--- config.mk ---
export PLATFORM = sky130hd
export DESIGN_NAME = rounded_corner_sprite_blend_core
export DESIGN_NICKNAME = d
export VERILOG_FILES = /design/src/hdl/rcsb_pkg.sv /design/src/hdl/rcsb_front.sv /design/src/hdl/rcsb_root_cell.sv /design/src/hdl/rcsb_back.sv /design/src/hdl/rounded_corner_sprite_blend_core.sv
export SDC_FILE = /design/constraint.sdc
export NUM_CORES = 2
export LEC_CHECK = 0
export ABC_AREA = 1
export ABC_CLOCK_PERIOD_IN_PS = 18700
export CORE_MARGIN = 2
export CORE_UTILIZATION = 58
export DETAILED_ROUTE_END_ITERATION = 8
export DONT_BUFFER_PORTS = 1
export GPL_TIMING_DRIVEN = 0
export PLACE_DENSITY_LB_ADDON = 0.25
export SETUP_SLACK_MARGIN = 0.05
export SLEW_MARGIN = 20
export SYNTH_ARGS = -nofsm -noshare
export SYNTH_HDL_FRONTEND = slang
export SYNTH_SLANG_ARGS = --single-unit
export TNS_END_PERCENT = 30
--- constraint.sdc ---
create_clock -name aclk -period 18.7 [get_ports aclk]
set_input_delay 4.675 -clock aclk [delete_from_list [all_inputs] [get_ports aclk]]
set_output_delay 4.675 -clock aclk [all_outputs]
set_load 0.005 [all_outputs]
--- src/hdl/rcsb_pkg.sv ---
// shared types and constants for the rounded corner sprite blend core
// no dependencies
package rcsb_pkg;

    localparam int PIX_W   = 32;
    localparam int POS_W   = 12;
    localparam int DIM_W   = 13;
    localparam int RAD_W   = 7;
    localparam int DELTA_W = 13;
    localparam int THR_W   = 16;
    localparam int ROOT_W  = 16;
    localparam int REM_W   = 32;
    localparam int D2_W    = 2 * DELTA_W + 1;
    localparam int D2R_W   = 14;
    localparam int FRAC_W  = 16;
    localparam int CHAN_W  = 8;
    localparam int NCHAN   = 3;
    localparam int CFG_IDX_W = 8;

    localparam logic [DIM_W-1:0] MAX_DIM = 13'd4096;

    localparam logic [CFG_IDX_W-1:0] CFG_WIDTH  = 8'd0;
    localparam logic [CFG_IDX_W-1:0] CFG_HEIGHT = 8'd1;
    localparam logic [CFG_IDX_W-1:0] CFG_RADIUS = 8'd2;
    localparam logic [CFG_IDX_W-1:0] CFG_KEY    = 8'd3;

    localparam logic [1:0] MODE_SKIP   = 2'd0;
    localparam logic [1:0] MODE_COPY   = 2'd1;
    localparam logic [1:0] MODE_CORNER = 2'd2;
    localparam logic [1:0] MODE_BLEND  = 2'd3;

    localparam logic [CHAN_W-1:0] ALPHA_MAX = 8'hFF;
    localparam logic [CHAN_W-1:0] HALF_PIX  = 8'h80;

    typedef struct packed {
        logic [PIX_W-1:0] src;
        logic [PIX_W-1:0] dst;
        logic [1:0]       mode;
    } side_t;

endpackage

--- src/hdl/rcsb_front.sv ---
// corner classification, squared distance and threshold tests, three stages
// depends on rcsb_pkg
module rcsb_front
    import rcsb_pkg::*;
(
    input  logic              aclk,
    input  logic              aresetn,
    input  logic              in_valid,
    output logic              in_ready,
    input  logic [POS_W-1:0]  col_pos,
    input  logic [POS_W-1:0]  row_pos,
    input  logic [PIX_W-1:0]  src_pixel,
    input  logic [PIX_W-1:0]  dest_pixel,
    input  logic [DIM_W-1:0]  sprite_width,
    input  logic [DIM_W-1:0]  sprite_height,
    input  logic [RAD_W-1:0]  corner_radius,
    input  logic [PIX_W-1:0]  key_pixel,
    output logic              out_valid,
    input  logic              out_ready,
    output side_t             out_side,
    output logic [REM_W-1:0]  out_rem
);

    localparam int SPAN_W = DIM_W + 1;

    logic en1, en2, en3;
    logic v1_reg, v2_reg, v3_reg;
    side_t side1_reg, side2_reg, side3_reg;
    logic [DELTA_W-1:0] dx1_reg, dy1_reg;
    logic [2*DELTA_W-1:0] dxsq_reg, dysq_reg;
    logic [THR_W-1:0] lo_sq_reg, hi_sq_reg;
    logic [REM_W-1:0] rem3_reg;

    logic signed [SPAN_W-1:0] wr_s, hr_s, px_s, py_s, rx_s, by_s;
    logic [POS_W-1:0] rad_pos;
    logic left, top, right, bottom;
    logic [DELTA_W-1:0] lx, ty, dx_next, dy_next;
    logic [1:0] mode_next;

    logic [RAD_W-1:0] lo_root;
    logic [RAD_W:0] hi_root;
    logic [THR_W-1:0] lo_sq, hi_sq;

    logic [D2_W-1:0] d2;
    side_t side3_next;

    assign en3 = !v3_reg || out_ready;
    assign en2 = !v2_reg || en3;
    assign en1 = !v1_reg || en2;
    assign in_ready = en1;

    // corner region tests
    always_comb begin
        rad_pos = {{(POS_W-RAD_W){1'b0}}, corner_radius};
        wr_s = $signed({1'b0, sprite_width}) - $signed({{(SPAN_W-RAD_W){1'b0}}, corner_radius});
        hr_s = $signed({1'b0, sprite_height}) - $signed({{(SPAN_W-RAD_W){1'b0}}, corner_radius});
        px_s = $signed({{(SPAN_W-POS_W){1'b0}}, col_pos});
        py_s = $signed({{(SPAN_W-POS_W){1'b0}}, row_pos});
        rx_s = px_s - wr_s + SPAN_W'(1);
        by_s = py_s - hr_s + SPAN_W'(1);
        left   = col_pos < rad_pos;
        top    = row_pos < rad_pos;
        right  = px_s >= wr_s;
        bottom = py_s >= hr_s;
        lx = {{(DELTA_W-RAD_W){1'b0}}, RAD_W'(corner_radius - col_pos[RAD_W-1:0])};
        ty = {{(DELTA_W-RAD_W){1'b0}}, RAD_W'(corner_radius - row_pos[RAD_W-1:0])};
        dx_next = lx;
        dy_next = ty;
        mode_next = MODE_CORNER;
        if (left && top) begin
            dx_next = lx;
            dy_next = ty;
        end else if (right && top) begin
            dx_next = rx_s[DELTA_W-1:0];
            dy_next = ty;
        end else if (left && bottom) begin
            dx_next = lx;
            dy_next = by_s[DELTA_W-1:0];
        end else if (right && bottom) begin
            dx_next = rx_s[DELTA_W-1:0];
            dy_next = by_s[DELTA_W-1:0];
        end else begin
            mode_next = MODE_COPY;
        end
        if (src_pixel == key_pixel) begin
            mode_next = MODE_SKIP;
        end
    end

    // band limits around the radius
    always_comb begin
        lo_root = (corner_radius == '0) ? RAD_W'(1) : RAD_W'(corner_radius - RAD_W'(1));
        hi_root = {1'b0, corner_radius} + (RAD_W+1)'(1);
        lo_sq = {{(THR_W-RAD_W){1'b0}}, lo_root} * {{(THR_W-RAD_W){1'b0}}, lo_root};
        hi_sq = {{(THR_W-RAD_W-1){1'b0}}, hi_root} * {{(THR_W-RAD_W-1){1'b0}}, hi_root};
    end

    always_comb begin
        d2 = {1'b0, dxsq_reg} + {1'b0, dysq_reg};
        side3_next = side2_reg;
        if (side2_reg.mode == MODE_CORNER) begin
            if (d2 <= {{(D2_W-THR_W){1'b0}}, lo_sq_reg}) begin
                side3_next.mode = MODE_COPY;
            end else if (d2 >= {{(D2_W-THR_W){1'b0}}, hi_sq_reg}) begin
                side3_next.mode = MODE_SKIP;
            end
        end
    end

    always_ff @(posedge aclk) begin
        if (!aresetn) begin
            v1_reg <= 1'b0;
            v2_reg <= 1'b0;
            v3_reg <= 1'b0;
        end else begin
            if (en1) v1_reg <= in_valid;
            if (en2) v2_reg <= v1_reg;
            if (en3) v3_reg <= v2_reg;
        end
    end

    always_ff @(posedge aclk) begin
        if (en1) begin
            side1_reg.src  <= src_pixel;
            side1_reg.dst  <= dest_pixel;
            side1_reg.mode <= mode_next;
            dx1_reg <= dx_next;
            dy1_reg <= dy_next;
        end
        if (en2) begin
            side2_reg <= side1_reg;
            dxsq_reg  <= dx1_reg * dx1_reg;
            dysq_reg  <= dy1_reg * dy1_reg;
            lo_sq_reg <= lo_sq;
            hi_sq_reg <= hi_sq;
        end
        if (en3) begin
            side3_reg <= side3_next;
            rem3_reg  <= {{(REM_W-D2R_W-FRAC_W){1'b0}}, d2[D2R_W-1:0], {FRAC_W{1'b0}}};
        end
    end

    assign out_valid = v3_reg;
    assign out_side  = side3_reg;
    assign out_rem   = rem3_reg;

endmodule

--- src/hdl/rcsb_root_cell.sv ---
// one bit of the 8.8 square root: trial subtract against the remainder
// depends on rcsb_pkg
module rcsb_root_cell
    import rcsb_pkg::*;
#(
    parameter int BIT = 0
)(
    input  logic              aclk,
    input  logic              aresetn,
    input  logic              in_valid,
    output logic              in_ready,
    input  side_t             in_side,
    input  logic [REM_W-1:0]  in_rem,
    input  logic [ROOT_W-1:0] in_root,
    output logic              out_valid,
    input  logic              out_ready,
    output side_t             out_side,
    output logic [REM_W-1:0]  out_rem,
    output logic [ROOT_W-1:0] out_root
);

    logic v_reg;
    side_t side_reg;
    logic [REM_W-1:0] rem_reg, rem_next, trial;
    logic [ROOT_W-1:0] root_reg, root_next;
    logic take;

    assign in_ready = !v_reg || out_ready;

    always_comb begin
        trial = (REM_W'(in_root) << (BIT + 1)) + (REM_W'(1) << (2 * BIT));
        take  = trial <= in_rem;
        rem_next  = take ? in_rem - trial : in_rem;
        root_next = take ? (in_root | (ROOT_W'(1) << BIT)) : in_root;
    end

    always_ff @(posedge aclk) begin
        if (!aresetn) begin
            v_reg <= 1'b0;
        end else if (in_ready) begin
            v_reg <= in_valid;
        end
    end

    always_ff @(posedge aclk) begin
        if (in_ready) begin
            side_reg <= in_side;
            rem_reg  <= rem_next;
            root_reg <= root_next;
        end
    end

    assign out_valid = v_reg;
    assign out_side  = side_reg;
    assign out_rem   = rem_reg;
    assign out_root  = root_reg;

endmodule

--- src/hdl/rcsb_back.sv ---
// alpha from the root, per channel blend and the output register
// depends on rcsb_pkg
module rcsb_back
    import rcsb_pkg::*;
(
    input  logic              aclk,
    input  logic              aresetn,
    input  logic              in_valid,
    output logic              in_ready,
    input  side_t             in_side,
    input  logic [ROOT_W-1:0] in_root,
    input  logic [RAD_W-1:0]  corner_radius,
    output logic              m_valid,
    input  logic              m_ready,
    output logic              m_write_enable,
    output logic [PIX_W-1:0]  m_pixel_out
);

    localparam int ACC_W = ROOT_W + 1;
    localparam int PROD_W = 2 * CHAN_W;
    localparam int SUM_W = PROD_W + 1;

    logic en1, en2, en3;
    logic v1_reg, v2_reg, v3_reg;
    side_t side1_reg, side2_reg, side1_next;
    logic [CHAN_W-1:0] alpha_reg, alpha_next, inv_alpha;
    logic [PROD_W-1:0] sprod_reg [NCHAN];
    logic [PROD_W-1:0] dprod_reg [NCHAN];
    logic [SUM_W-1:0] sum [NCHAN];
    logic [PIX_W-1:0] blend_pix;
    logic signed [ACC_W-1:0] a_s;
    logic we_reg;
    logic [PIX_W-1:0] pix_reg, pix_next;

    assign en3 = !v3_reg || m_ready;
    assign en2 = !v2_reg || en3;
    assign en1 = !v1_reg || en2;
    assign in_ready = en1;

    always_comb begin
        a_s = $signed({2'b00, corner_radius, HALF_PIX}) - $signed({1'b0, in_root});
        side1_next = in_side;
        alpha_next = ALPHA_MAX;
        if (in_side.mode == MODE_CORNER) begin
            if (a_s <= 0) begin
                side1_next.mode = MODE_SKIP;
            end else if (a_s >= $signed(ACC_W'(ALPHA_MAX))) begin
                side1_next.mode = MODE_COPY;
            end else begin
                side1_next.mode = MODE_BLEND;
                alpha_next = a_s[CHAN_W-1:0];
            end
        end
    end

    assign inv_alpha = ALPHA_MAX - alpha_reg;

    always_comb begin
        blend_pix = '0;
        for (int c = 0; c < NCHAN; c++) begin
            sum[c] = {1'b0, sprod_reg[c]} + {1'b0, dprod_reg[c]} + SUM_W'(HALF_PIX);
            blend_pix[c*CHAN_W +: CHAN_W] = sum[c][CHAN_W +: CHAN_W];
        end
        case (side2_reg.mode)
            MODE_COPY:  pix_next = side2_reg.src;
            MODE_BLEND: pix_next = blend_pix;
            default:    pix_next = side2_reg.dst;
        endcase
    end

    always_ff @(posedge aclk) begin
        if (!aresetn) begin
            v1_reg <= 1'b0;
            v2_reg <= 1'b0;
            v3_reg <= 1'b0;
        end else begin
            if (en1) v1_reg <= in_valid;
            if (en2) v2_reg <= v1_reg;
            if (en3) v3_reg <= v2_reg;
        end
    end

    always_ff @(posedge aclk) begin
        if (en1) begin
            side1_reg <= side1_next;
            alpha_reg <= alpha_next;
        end
        if (en2) begin
            side2_reg <= side1_reg;
            for (int c = 0; c < NCHAN; c++) begin
                sprod_reg[c] <= side1_reg.src[c*CHAN_W +: CHAN_W] * alpha_reg;
                dprod_reg[c] <= side1_reg.dst[c*CHAN_W +: CHAN_W] * inv_alpha;
            end
        end
        if (en3) begin
            we_reg  <= side2_reg.mode != MODE_SKIP;
            pix_reg <= pix_next;
        end
    end

    assign m_valid        = v3_reg;
    assign m_write_enable = we_reg;
    assign m_pixel_out    = pix_reg;

endmodule

--- src/hdl/rounded_corner_sprite_blend_core.sv ---
// top level: configuration registers, front stages, square root cell row, blend stages
// depends on rcsb_pkg, rcsb_front, rcsb_root_cell, rcsb_back
// takes one pixel word per clock while s_ready is high and returns one result word per
// pixel, passing through three front stages (corner test, squares, band test), a row of
// 16 root cells that settle one bit of the 8.8 distance each, and three blend stages
// (alpha, channel products, rounding into the output register). every stage has its
// own valid bit, so a held output only stops the stages behind occupied ones and
// s_ready stays high while any bubble remains. configuration writes take effect at
// once and are meant for idle periods; no clearing pass after reset.
module rounded_corner_sprite_blend_core
    import rcsb_pkg::*;
(
    input  logic                 aclk,
    input  logic                 aresetn,
    input  logic                 cfg_wr_en,
    input  logic [CFG_IDX_W-1:0] cfg_index,
    input  logic [PIX_W-1:0]     cfg_data,
    input  logic                 s_valid,
    output logic                 s_ready,
    input  logic [POS_W-1:0]     s_col_pos,
    input  logic [POS_W-1:0]     s_row_pos,
    input  logic [PIX_W-1:0]     s_src_pixel,
    input  logic [PIX_W-1:0]     s_dest_pixel,
    output logic                 m_valid,
    input  logic                 m_ready,
    output logic                 m_write_enable,
    output logic [PIX_W-1:0]     m_pixel_out
);

    logic [DIM_W-1:0] width_reg, height_reg, dim_next;
    logic [RAD_W-1:0] radius_reg;
    logic [PIX_W-1:0] key_reg;

    logic              cv [ROOT_W+1];
    logic              cr [ROOT_W+1];
    side_t             cside [ROOT_W+1];
    logic [REM_W-1:0]  crem [ROOT_W+1];
    logic [ROOT_W-1:0] croot [ROOT_W+1];

    assign dim_next = (cfg_data[DIM_W-1:0] > MAX_DIM) ? MAX_DIM : cfg_data[DIM_W-1:0];

    always_ff @(posedge aclk) begin
        if (!aresetn) begin
            width_reg  <= 13'd64;
            height_reg <= 13'd64;
            radius_reg <= '0;
            key_reg    <= '0;
        end else if (cfg_wr_en) begin
            case (cfg_index)
                CFG_WIDTH:  width_reg  <= dim_next;
                CFG_HEIGHT: height_reg <= dim_next;
                CFG_RADIUS: radius_reg <= cfg_data[RAD_W-1:0];
                CFG_KEY:    key_reg    <= cfg_data;
                default:    ;
            endcase
        end
    end

    rcsb_front u_front (
        .aclk          (aclk),
        .aresetn       (aresetn),
        .in_valid      (s_valid),
        .in_ready      (s_ready),
        .col_pos       (s_col_pos),
        .row_pos       (s_row_pos),
        .src_pixel     (s_src_pixel),
        .dest_pixel    (s_dest_pixel),
        .sprite_width  (width_reg),
        .sprite_height (height_reg),
        .corner_radius (radius_reg),
        .key_pixel     (key_reg),
        .out_valid     (cv[0]),
        .out_ready     (cr[0]),
        .out_side      (cside[0]),
        .out_rem       (crem[0])
    );

    assign croot[0] = '0;

    // root bits settle msb first along the row
    for (genvar i = 0; i < ROOT_W; i++) begin : g_cell
        rcsb_root_cell #(
            .BIT (ROOT_W - 1 - i)
        ) u_cell (
            .aclk      (aclk),
            .aresetn   (aresetn),
            .in_valid  (cv[i]),
            .in_ready  (cr[i]),
            .in_side   (cside[i]),
            .in_rem    (crem[i]),
            .in_root   (croot[i]),
            .out_valid (cv[i+1]),
            .out_ready (cr[i+1]),
            .out_side  (cside[i+1]),
            .out_rem   (crem[i+1]),
            .out_root  (croot[i+1])
        );
    end

    rcsb_back u_back (
        .aclk           (aclk),
        .aresetn        (aresetn),
        .in_valid       (cv[ROOT_W]),
        .in_ready       (cr[ROOT_W]),
        .in_side        (cside[ROOT_W]),
        .in_root        (croot[ROOT_W]),
        .corner_radius  (radius_reg),
        .m_valid        (m_valid),
        .m_ready        (m_ready),
        .m_write_enable (m_write_enable),
        .m_pixel_out    (m_pixel_out)
    );

endmodule
* Word level (Yosys, flattened, before mapping)
Memories as Yosys holds them, arrays and structs flattened.
Cells that the tools add are included.
** Storage, ports and cells
- Register bits :: 2372
- Bits in latches :: 0
- RAM bits :: 96
- Memory bits (read-only) :: 0
- Output and inout port bits :: 35
- Logic and storage cells :: 341
- Memories :: 2
** Memories
- u_back.dprod_reg :: depth 3, width 16, read ports 3, clocked after Yosys merged registers in 0, write ports 3, line rcsb_back.sv:28 : logic [PROD_W-1:0] dprod_reg [NCHAN];
- u_back.sprod_reg :: depth 3, width 16, read ports 3, clocked after Yosys merged registers in 0, write ports 3, line rcsb_back.sv:27 : logic [PROD_W-1:0] sprod_reg [NCHAN];
** Cells by class
- Add/subtract/negate cells :: 49
- $mul :: 10
- Div/mod/pow operators :: 0
- Magnitude comparators :: 25
- Equal/unequal tests :: 8
- Shifts and indexed selects :: 0
- Mux-type cells :: 39
- Bitwise gates (word level) :: 1
- Reduce and logical (&&, ||, !) cells :: 58
** Operators by type and width (number)
- 32-bit <= comparator :: 15
- 32-bit 2-to-1 mux :: 14
- 32-bit subtractor :: 14
- 8-bit by 8-bit multiplier with 16-bit output :: 7
- 13-bit 2-to-1 mux :: 6
- 32-bit case mux with 2 select lines :: 1
- 13-bit by 13-bit multiplier with 26-bit output :: 2
- 16-bit adder :: 3
- 16-bit by 8-bit adder with 16-bit output, second input constant :: 3
- 31-bit by 29-bit adder with 32-bit output, second input constant :: 1
- 32-bit == test :: 1
- 30-bit by 31-bit subtractor with 32-bit output, second input constant :: 1
- 30-bit by 27-bit adder with 31-bit output, second input constant :: 1
- 31-bit by 30-bit <= comparator with 1-bit output, first input constant :: 1
- 29-bit by 25-bit adder with 30-bit output, second input constant :: 1
- 30-bit 2-to-1 mux :: 1
- 28-bit by 23-bit adder with 29-bit output, second input constant :: 1
- 27-bit by 21-bit adder with 28-bit output, second input constant :: 1
- 13-bit by 14-bit greater-or-equal comparator with 1-bit output :: 2
- 7-bit 2-to-1 mux :: 4
- 13-bit by 7-bit subtractor with 14-bit output :: 2
- 26-bit by 19-bit adder with 27-bit output, second input constant :: 1
- 26-bit by 26-bit adder with 27-bit output :: 1
- 27-bit by 16-bit greater-or-equal comparator with 1-bit output :: 1
- 40 further kinds :: 105

* Logic depth before layout (Yosys ltp)
- Word-level depth :: 23
- Mapped depth :: 30
- Mapped depth without buffers :: 29

* Cells and area by module
Synthesis repeated with hierarchy kept, for this count alone.
** Second synthesis, totals
- Cells, all modules :: 14490
- Area, all modules :: 143654.0 µm²
** Modules (own cells, without submodules)
- rcsb_front :: instances 1, cells an instance 3049, area each 28609.9 µm², seq. area each 9549.2 µm²
- rcsb_back :: instances 1, cells an instance 2707, area each 24833.8 µm², seq. area each 8137.8 µm²
- rcsb_root_cell at g_cell[11].u_cell :: instances 1, cells an instance 593, area each 5920.7 µm², seq. area each 3443.3 µm²
- rcsb_root_cell at g_cell[13].u_cell :: instances 1, cells an instance 648, area each 5898.2 µm², seq. area each 3443.3 µm²
- rcsb_root_cell at g_cell[14].u_cell :: instances 1, cells an instance 609, area each 5855.6 µm², seq. area each 3443.3 µm²
- rcsb_root_cell at g_cell[12].u_cell :: instances 1, cells an instance 596, area each 5759.3 µm², seq. area each 3443.3 µm²
- rcsb_root_cell at g_cell[15].u_cell :: instances 1, cells an instance 544, area each 5698.0 µm², seq. area each 3443.3 µm²
- rcsb_root_cell at g_cell[10].u_cell :: instances 1, cells an instance 579, area each 5689.2 µm², seq. area each 3443.3 µm²
- rcsb_root_cell at g_cell[9].u_cell :: instances 1, cells an instance 578, area each 5641.7 µm², seq. area each 3443.3 µm²
- rcsb_root_cell at g_cell[8].u_cell :: instances 1, cells an instance 550, area each 5555.3 µm², seq. area each 3443.3 µm²
- rcsb_root_cell at g_cell[7].u_cell :: instances 1, cells an instance 537, area each 5532.8 µm², seq. area each 3443.3 µm²
- rcsb_root_cell at g_cell[6].u_cell :: instances 1, cells an instance 495, area each 5357.6 µm², seq. area each 3443.3 µm²
- rcsb_root_cell at g_cell[5].u_cell :: instances 1, cells an instance 479, area each 5267.6 µm², seq. area each 3443.3 µm²
- rcsb_root_cell at g_cell[3].u_cell :: instances 1, cells an instance 449, area each 5166.2 µm², seq. area each 3443.3 µm²
- 5 more rows

* Worst setup path after synthesis
Ideal clock, no wire load.
- Path kind :: input -> output
- Start point :: input port m_ready
- End point :: output port s_ready
- Arrival time :: 15034 ps
- Path slack :: -1009 ps
- Stages :: 12
- Path through :: inv_1 > nand3_2 > nor2_4 > nand4_4 > nor2_4 > nand4_4 > nor2_4 > nand4_4 > nor2_4 > nand4_4 > nor2_4 > nand4_2
** On the way
- Cells in the longest elaborated chain, start to end :: 22
** RTL lines
- start, declared :: line rounded_corner_sprite_blend_core.sv:25 : input logic m_ready,
- 1-bit logical OR :: line rcsb_back.sv:35 : assign en3 = !v3_reg || m_ready;
- 1-bit logical OR :: line rcsb_back.sv:36 : assign en2 = !v2_reg || en3;
- named net u_back.en2 :: line rcsb_back.sv:23 : logic en1, en2, en3;
- 1-bit logical OR :: line rcsb_back.sv:37 : assign en1 = !v1_reg || en2;
- 1-bit logical OR (3 in a row) :: line rcsb_root_cell.sv:28 : assign in_ready = !v_reg || out_ready;
- named net g_cell[12].u_cell.out_ready :: line rcsb_root_cell.sv:16 : input logic out_ready,
- 1-bit logical OR (4 in a row) :: line rcsb_root_cell.sv:28
- named net g_cell[8].u_cell.out_ready :: line rcsb_root_cell.sv:16
- 1-bit logical OR (4 in a row) :: line rcsb_root_cell.sv:28
- named net g_cell[4].u_cell.out_ready :: line rcsb_root_cell.sv:16
- 1-bit logical OR (4 in a row) :: line rcsb_root_cell.sv:28
- named net g_cell[0].u_cell.out_ready :: line rcsb_root_cell.sv:16
- 1-bit logical OR :: line rcsb_root_cell.sv:28
- 1-bit logical OR :: line rcsb_front.sv:47 : assign en3 = !v3_reg || out_ready;
- 1-bit logical OR :: line rcsb_front.sv:48 : assign en2 = !v2_reg || en3;
- 1-bit logical OR :: line rcsb_front.sv:49 : assign en1 = !v1_reg || en2;
- end, declared :: line rounded_corner_sprite_blend_core.sv:19 : output logic s_ready,
The timed path passes the listed nets, and every way through them passes these cells.

* Final worst setup path
Same ends and word-level chain as after synthesis.

==> qor.txt <==
status = completed
clock root buffer = clkbuf_16
most frequent cells in the layout = 2047 x edfxtp_1, 1491 x inv_1, 1171 x nand2_1
sequential share of the synthesized area = 59.6%
Main synth FF type = edfxtp_1
Period Utilization, post-route = 81.1%
core area = 181000 sq um
global route overflow = 0
Slew @ Worst Pin = 1050 ps
leakage power total = 52.3 nW
Placed Cells = 10.9k
min-delay src = g_cell[14].u_cell.out_side[35]$_DFFE_PP_
max_cap viols = 0
Critical Path RT = 14030 ps
GRT Total Usage = 22.8%
Routed met2 length = 103000 microns
fillers = 13.0k
Num CTS Buffers = 206
synthesized flop and latch total = 2134
Peak VDD IR = 0.188 mV
biggest area consumer among synthesized cells = edfxtp_1
area of the multi-input gates = 36700 sq um
CP arrival = 10500 ps
vias in the first global route = 62.0k
global-route wire length before repair = 332000 microns
syn_area_per_cell = 12.5 sq um
clock latency on the worst-skew pair = 860 ps
Die Y = 432 microns
# clock sinks = 2134
fmax = 65.9 MHz
setup slack at placement = 3540 ps
Non-Filler Instances = 11.3k
Hold EP = g_cell[15].u_cell.out_side[35]$_DFFE_PP_
chip width = 432 microns
Power Total = 17.1 mW
initial drt markers = 4666
share of cells above drive strength 1 = 5.41%
TritonRoute pass-1 iters = 6
crit end category = output port
final worst slack = 3530 ps
kind of critical path = input port to output port
worst-path maximum fanout = 37
setup bufs post-CTS = 0
number of diodes = 0
worst min-delay path category = flip-flop to flip-flop
PwrDens = 147 nW/um^2
IO Pins = 168
Residual DRC = 0
CTS tree = done
nets@finish = 10.1k
r2r endpoint = u_front.hi_sq_reg[14]$_DFFE_PP_
largest net degree at the start of global routing = 65
Vias/cell = 5.35
met3 WL = 12600 microns
Synth Cell Area = 106000 sq um
final setup fails = 0
Hold Fails Final Rpt = 0
RSZ-0062 raised after global routing = no
EDFF count, synth = 2047
clock transition at the registers of the reported paths = 70 ps
Cells after Synth = 8461
Post-CTS Resized = 0
max FFs per register = 1056
H-tree levels = 4
# rows = 156
die area = 186000 sq um
setup tns final = 0 ps
Max Slew Vio Count = 0
Total Wirelength = 207000 microns
Max Buffers Root-to-Sink = 3
Slew headroom = 29.6%
Reg area = 63200 sq um
Synth Warn # = 0
Avg WL per Cell = 18.4 microns
initial core utilization = 58.5%
Async SR Flop Fraction = 0%
final clock skew = 63.8 ps
antenna violations before repair = 5
flop2flop setup slack = 11710 ps
hold slack = 390 ps
post-DP HPWL = 145000 microns
worst reg-to-reg path cell count = 29
Setup crit start kind = input port
library cells used by synthesis = 72
P&R area growth vs syn = 10.2%
hold_buf cts = 0
minimum clock period = 15170 ps
antenna viol nets, final = 0
reg2reg start = radius_reg[0]$_SDFFE_PN0P_
Worst Hold Depth = 0
synth top area cells = edfxtp_1 58%, ha_1 9.0%, fa_1 8.9%
met1 WL = 85500 microns
Yosys top cell area share = 57.9%
commonest non-fill, non-tap cell in the layout = edfxtp_1
via count = 60.2k
# port buffers = 0
Top Layer Used = met5
placer congestion estimate = 0.905
-- layout make-up --
| cell class | instances | area share, % |
|---|---|---|
| Buffer | 142 | 0.500 |
| Timing Repair Buffer | 30 | 0.623 |
| Inverter | 1514 | 4.89 |
| Clock inverter | 134 | 1.26 |
| Sequential cell | 2134 | 54.1 |
| Tap cell | 2370 | 2.54 |
| Clock buffer | 255 | 4.71 |
| Multi-Input combinational cell | 4678 | 31.4 |
-- stage by stage --
step	util, %	instance area [sq um]
final	64.5	117000
after global routing	64.5	117000
after CTS	64.5	117000
after detailed placement	60.6	110000
after global placement	60.2	109000
after floorplan	-	106000
-- power by group --
| group | internal [mW] | switching [mW] |
|---|---|---|
| sequential | 6.28 | 0.392 |
| clock | 2.39 | 1.81 |
| combinational | 2.44 | 3.82 |
-- cell usage after synthesis, types with 42 or more instances --
cell type,count
nor3_1,42
inv_1,1500
nand4_1,48
o21ai_0,298
fa_1,474
nand2_1,1177
clkbuf_1,116
ha_1,761
nand3_1,174
nor2_1,551
xnor2_1,152
dfxtp_1,87
xor2_1,266
edfxtp_1,2047
a21oi_1,400
-- routing by layer --
metal / up-vias / GRT usage (%)
met3: 380 / 3.89
li1: 28800 / -
met2: 1752 / 39.1
met1: 29300 / 29.9
met5: - / 0
met4: 2 / 6.82
-- critical path: stages --
cell and delay (ps):
inv_1 130, nand3_4 490, nor2_4 350, nand4_4 540, nor2_4 400, nand4_4 520
nor2_4 460, nand4_4 440, buf_12 340, nor2_4 160, nand4_4 330, buf_12 310
nor2_4 260, nand4_4 560, buf_12 420
-- worst max path at each step --
stage / start / to / slack [ps] / cells past startpoint
finish: m_ready / s_ready / 3530 / 15
global route: m_ready / s_ready / 3010 / 15
CTS: m_ready / s_ready / 3380 / 15
detailed placement: m_ready / s_ready / 3540 / 15
global placement: m_ready / s_ready / -3450 / 12
floorplan: m_ready / s_ready / 220 / 12
-- cell families (layout without fill, tap and decap cells) --
group | Yosys count | after routing | synth area share [%]
DFF | 2134 | 2134 | 59.6
and+or+nand+nor | 2134 | 2134 | 8.52
buffers and inverters | 1656 | 2075 | 5.91
adders and majority gates | 1235 | 1235 | 17.9
AOI/OAI and AO/OA | 878 | 878 | 4.56
xor gates and xnor gates | 418 | 418 | 3.45
muxes | 4 | 4 | 0.0425
other | 2 | 9 | 0.00708
Note: power is estimated with default switching activity, not from simulation.
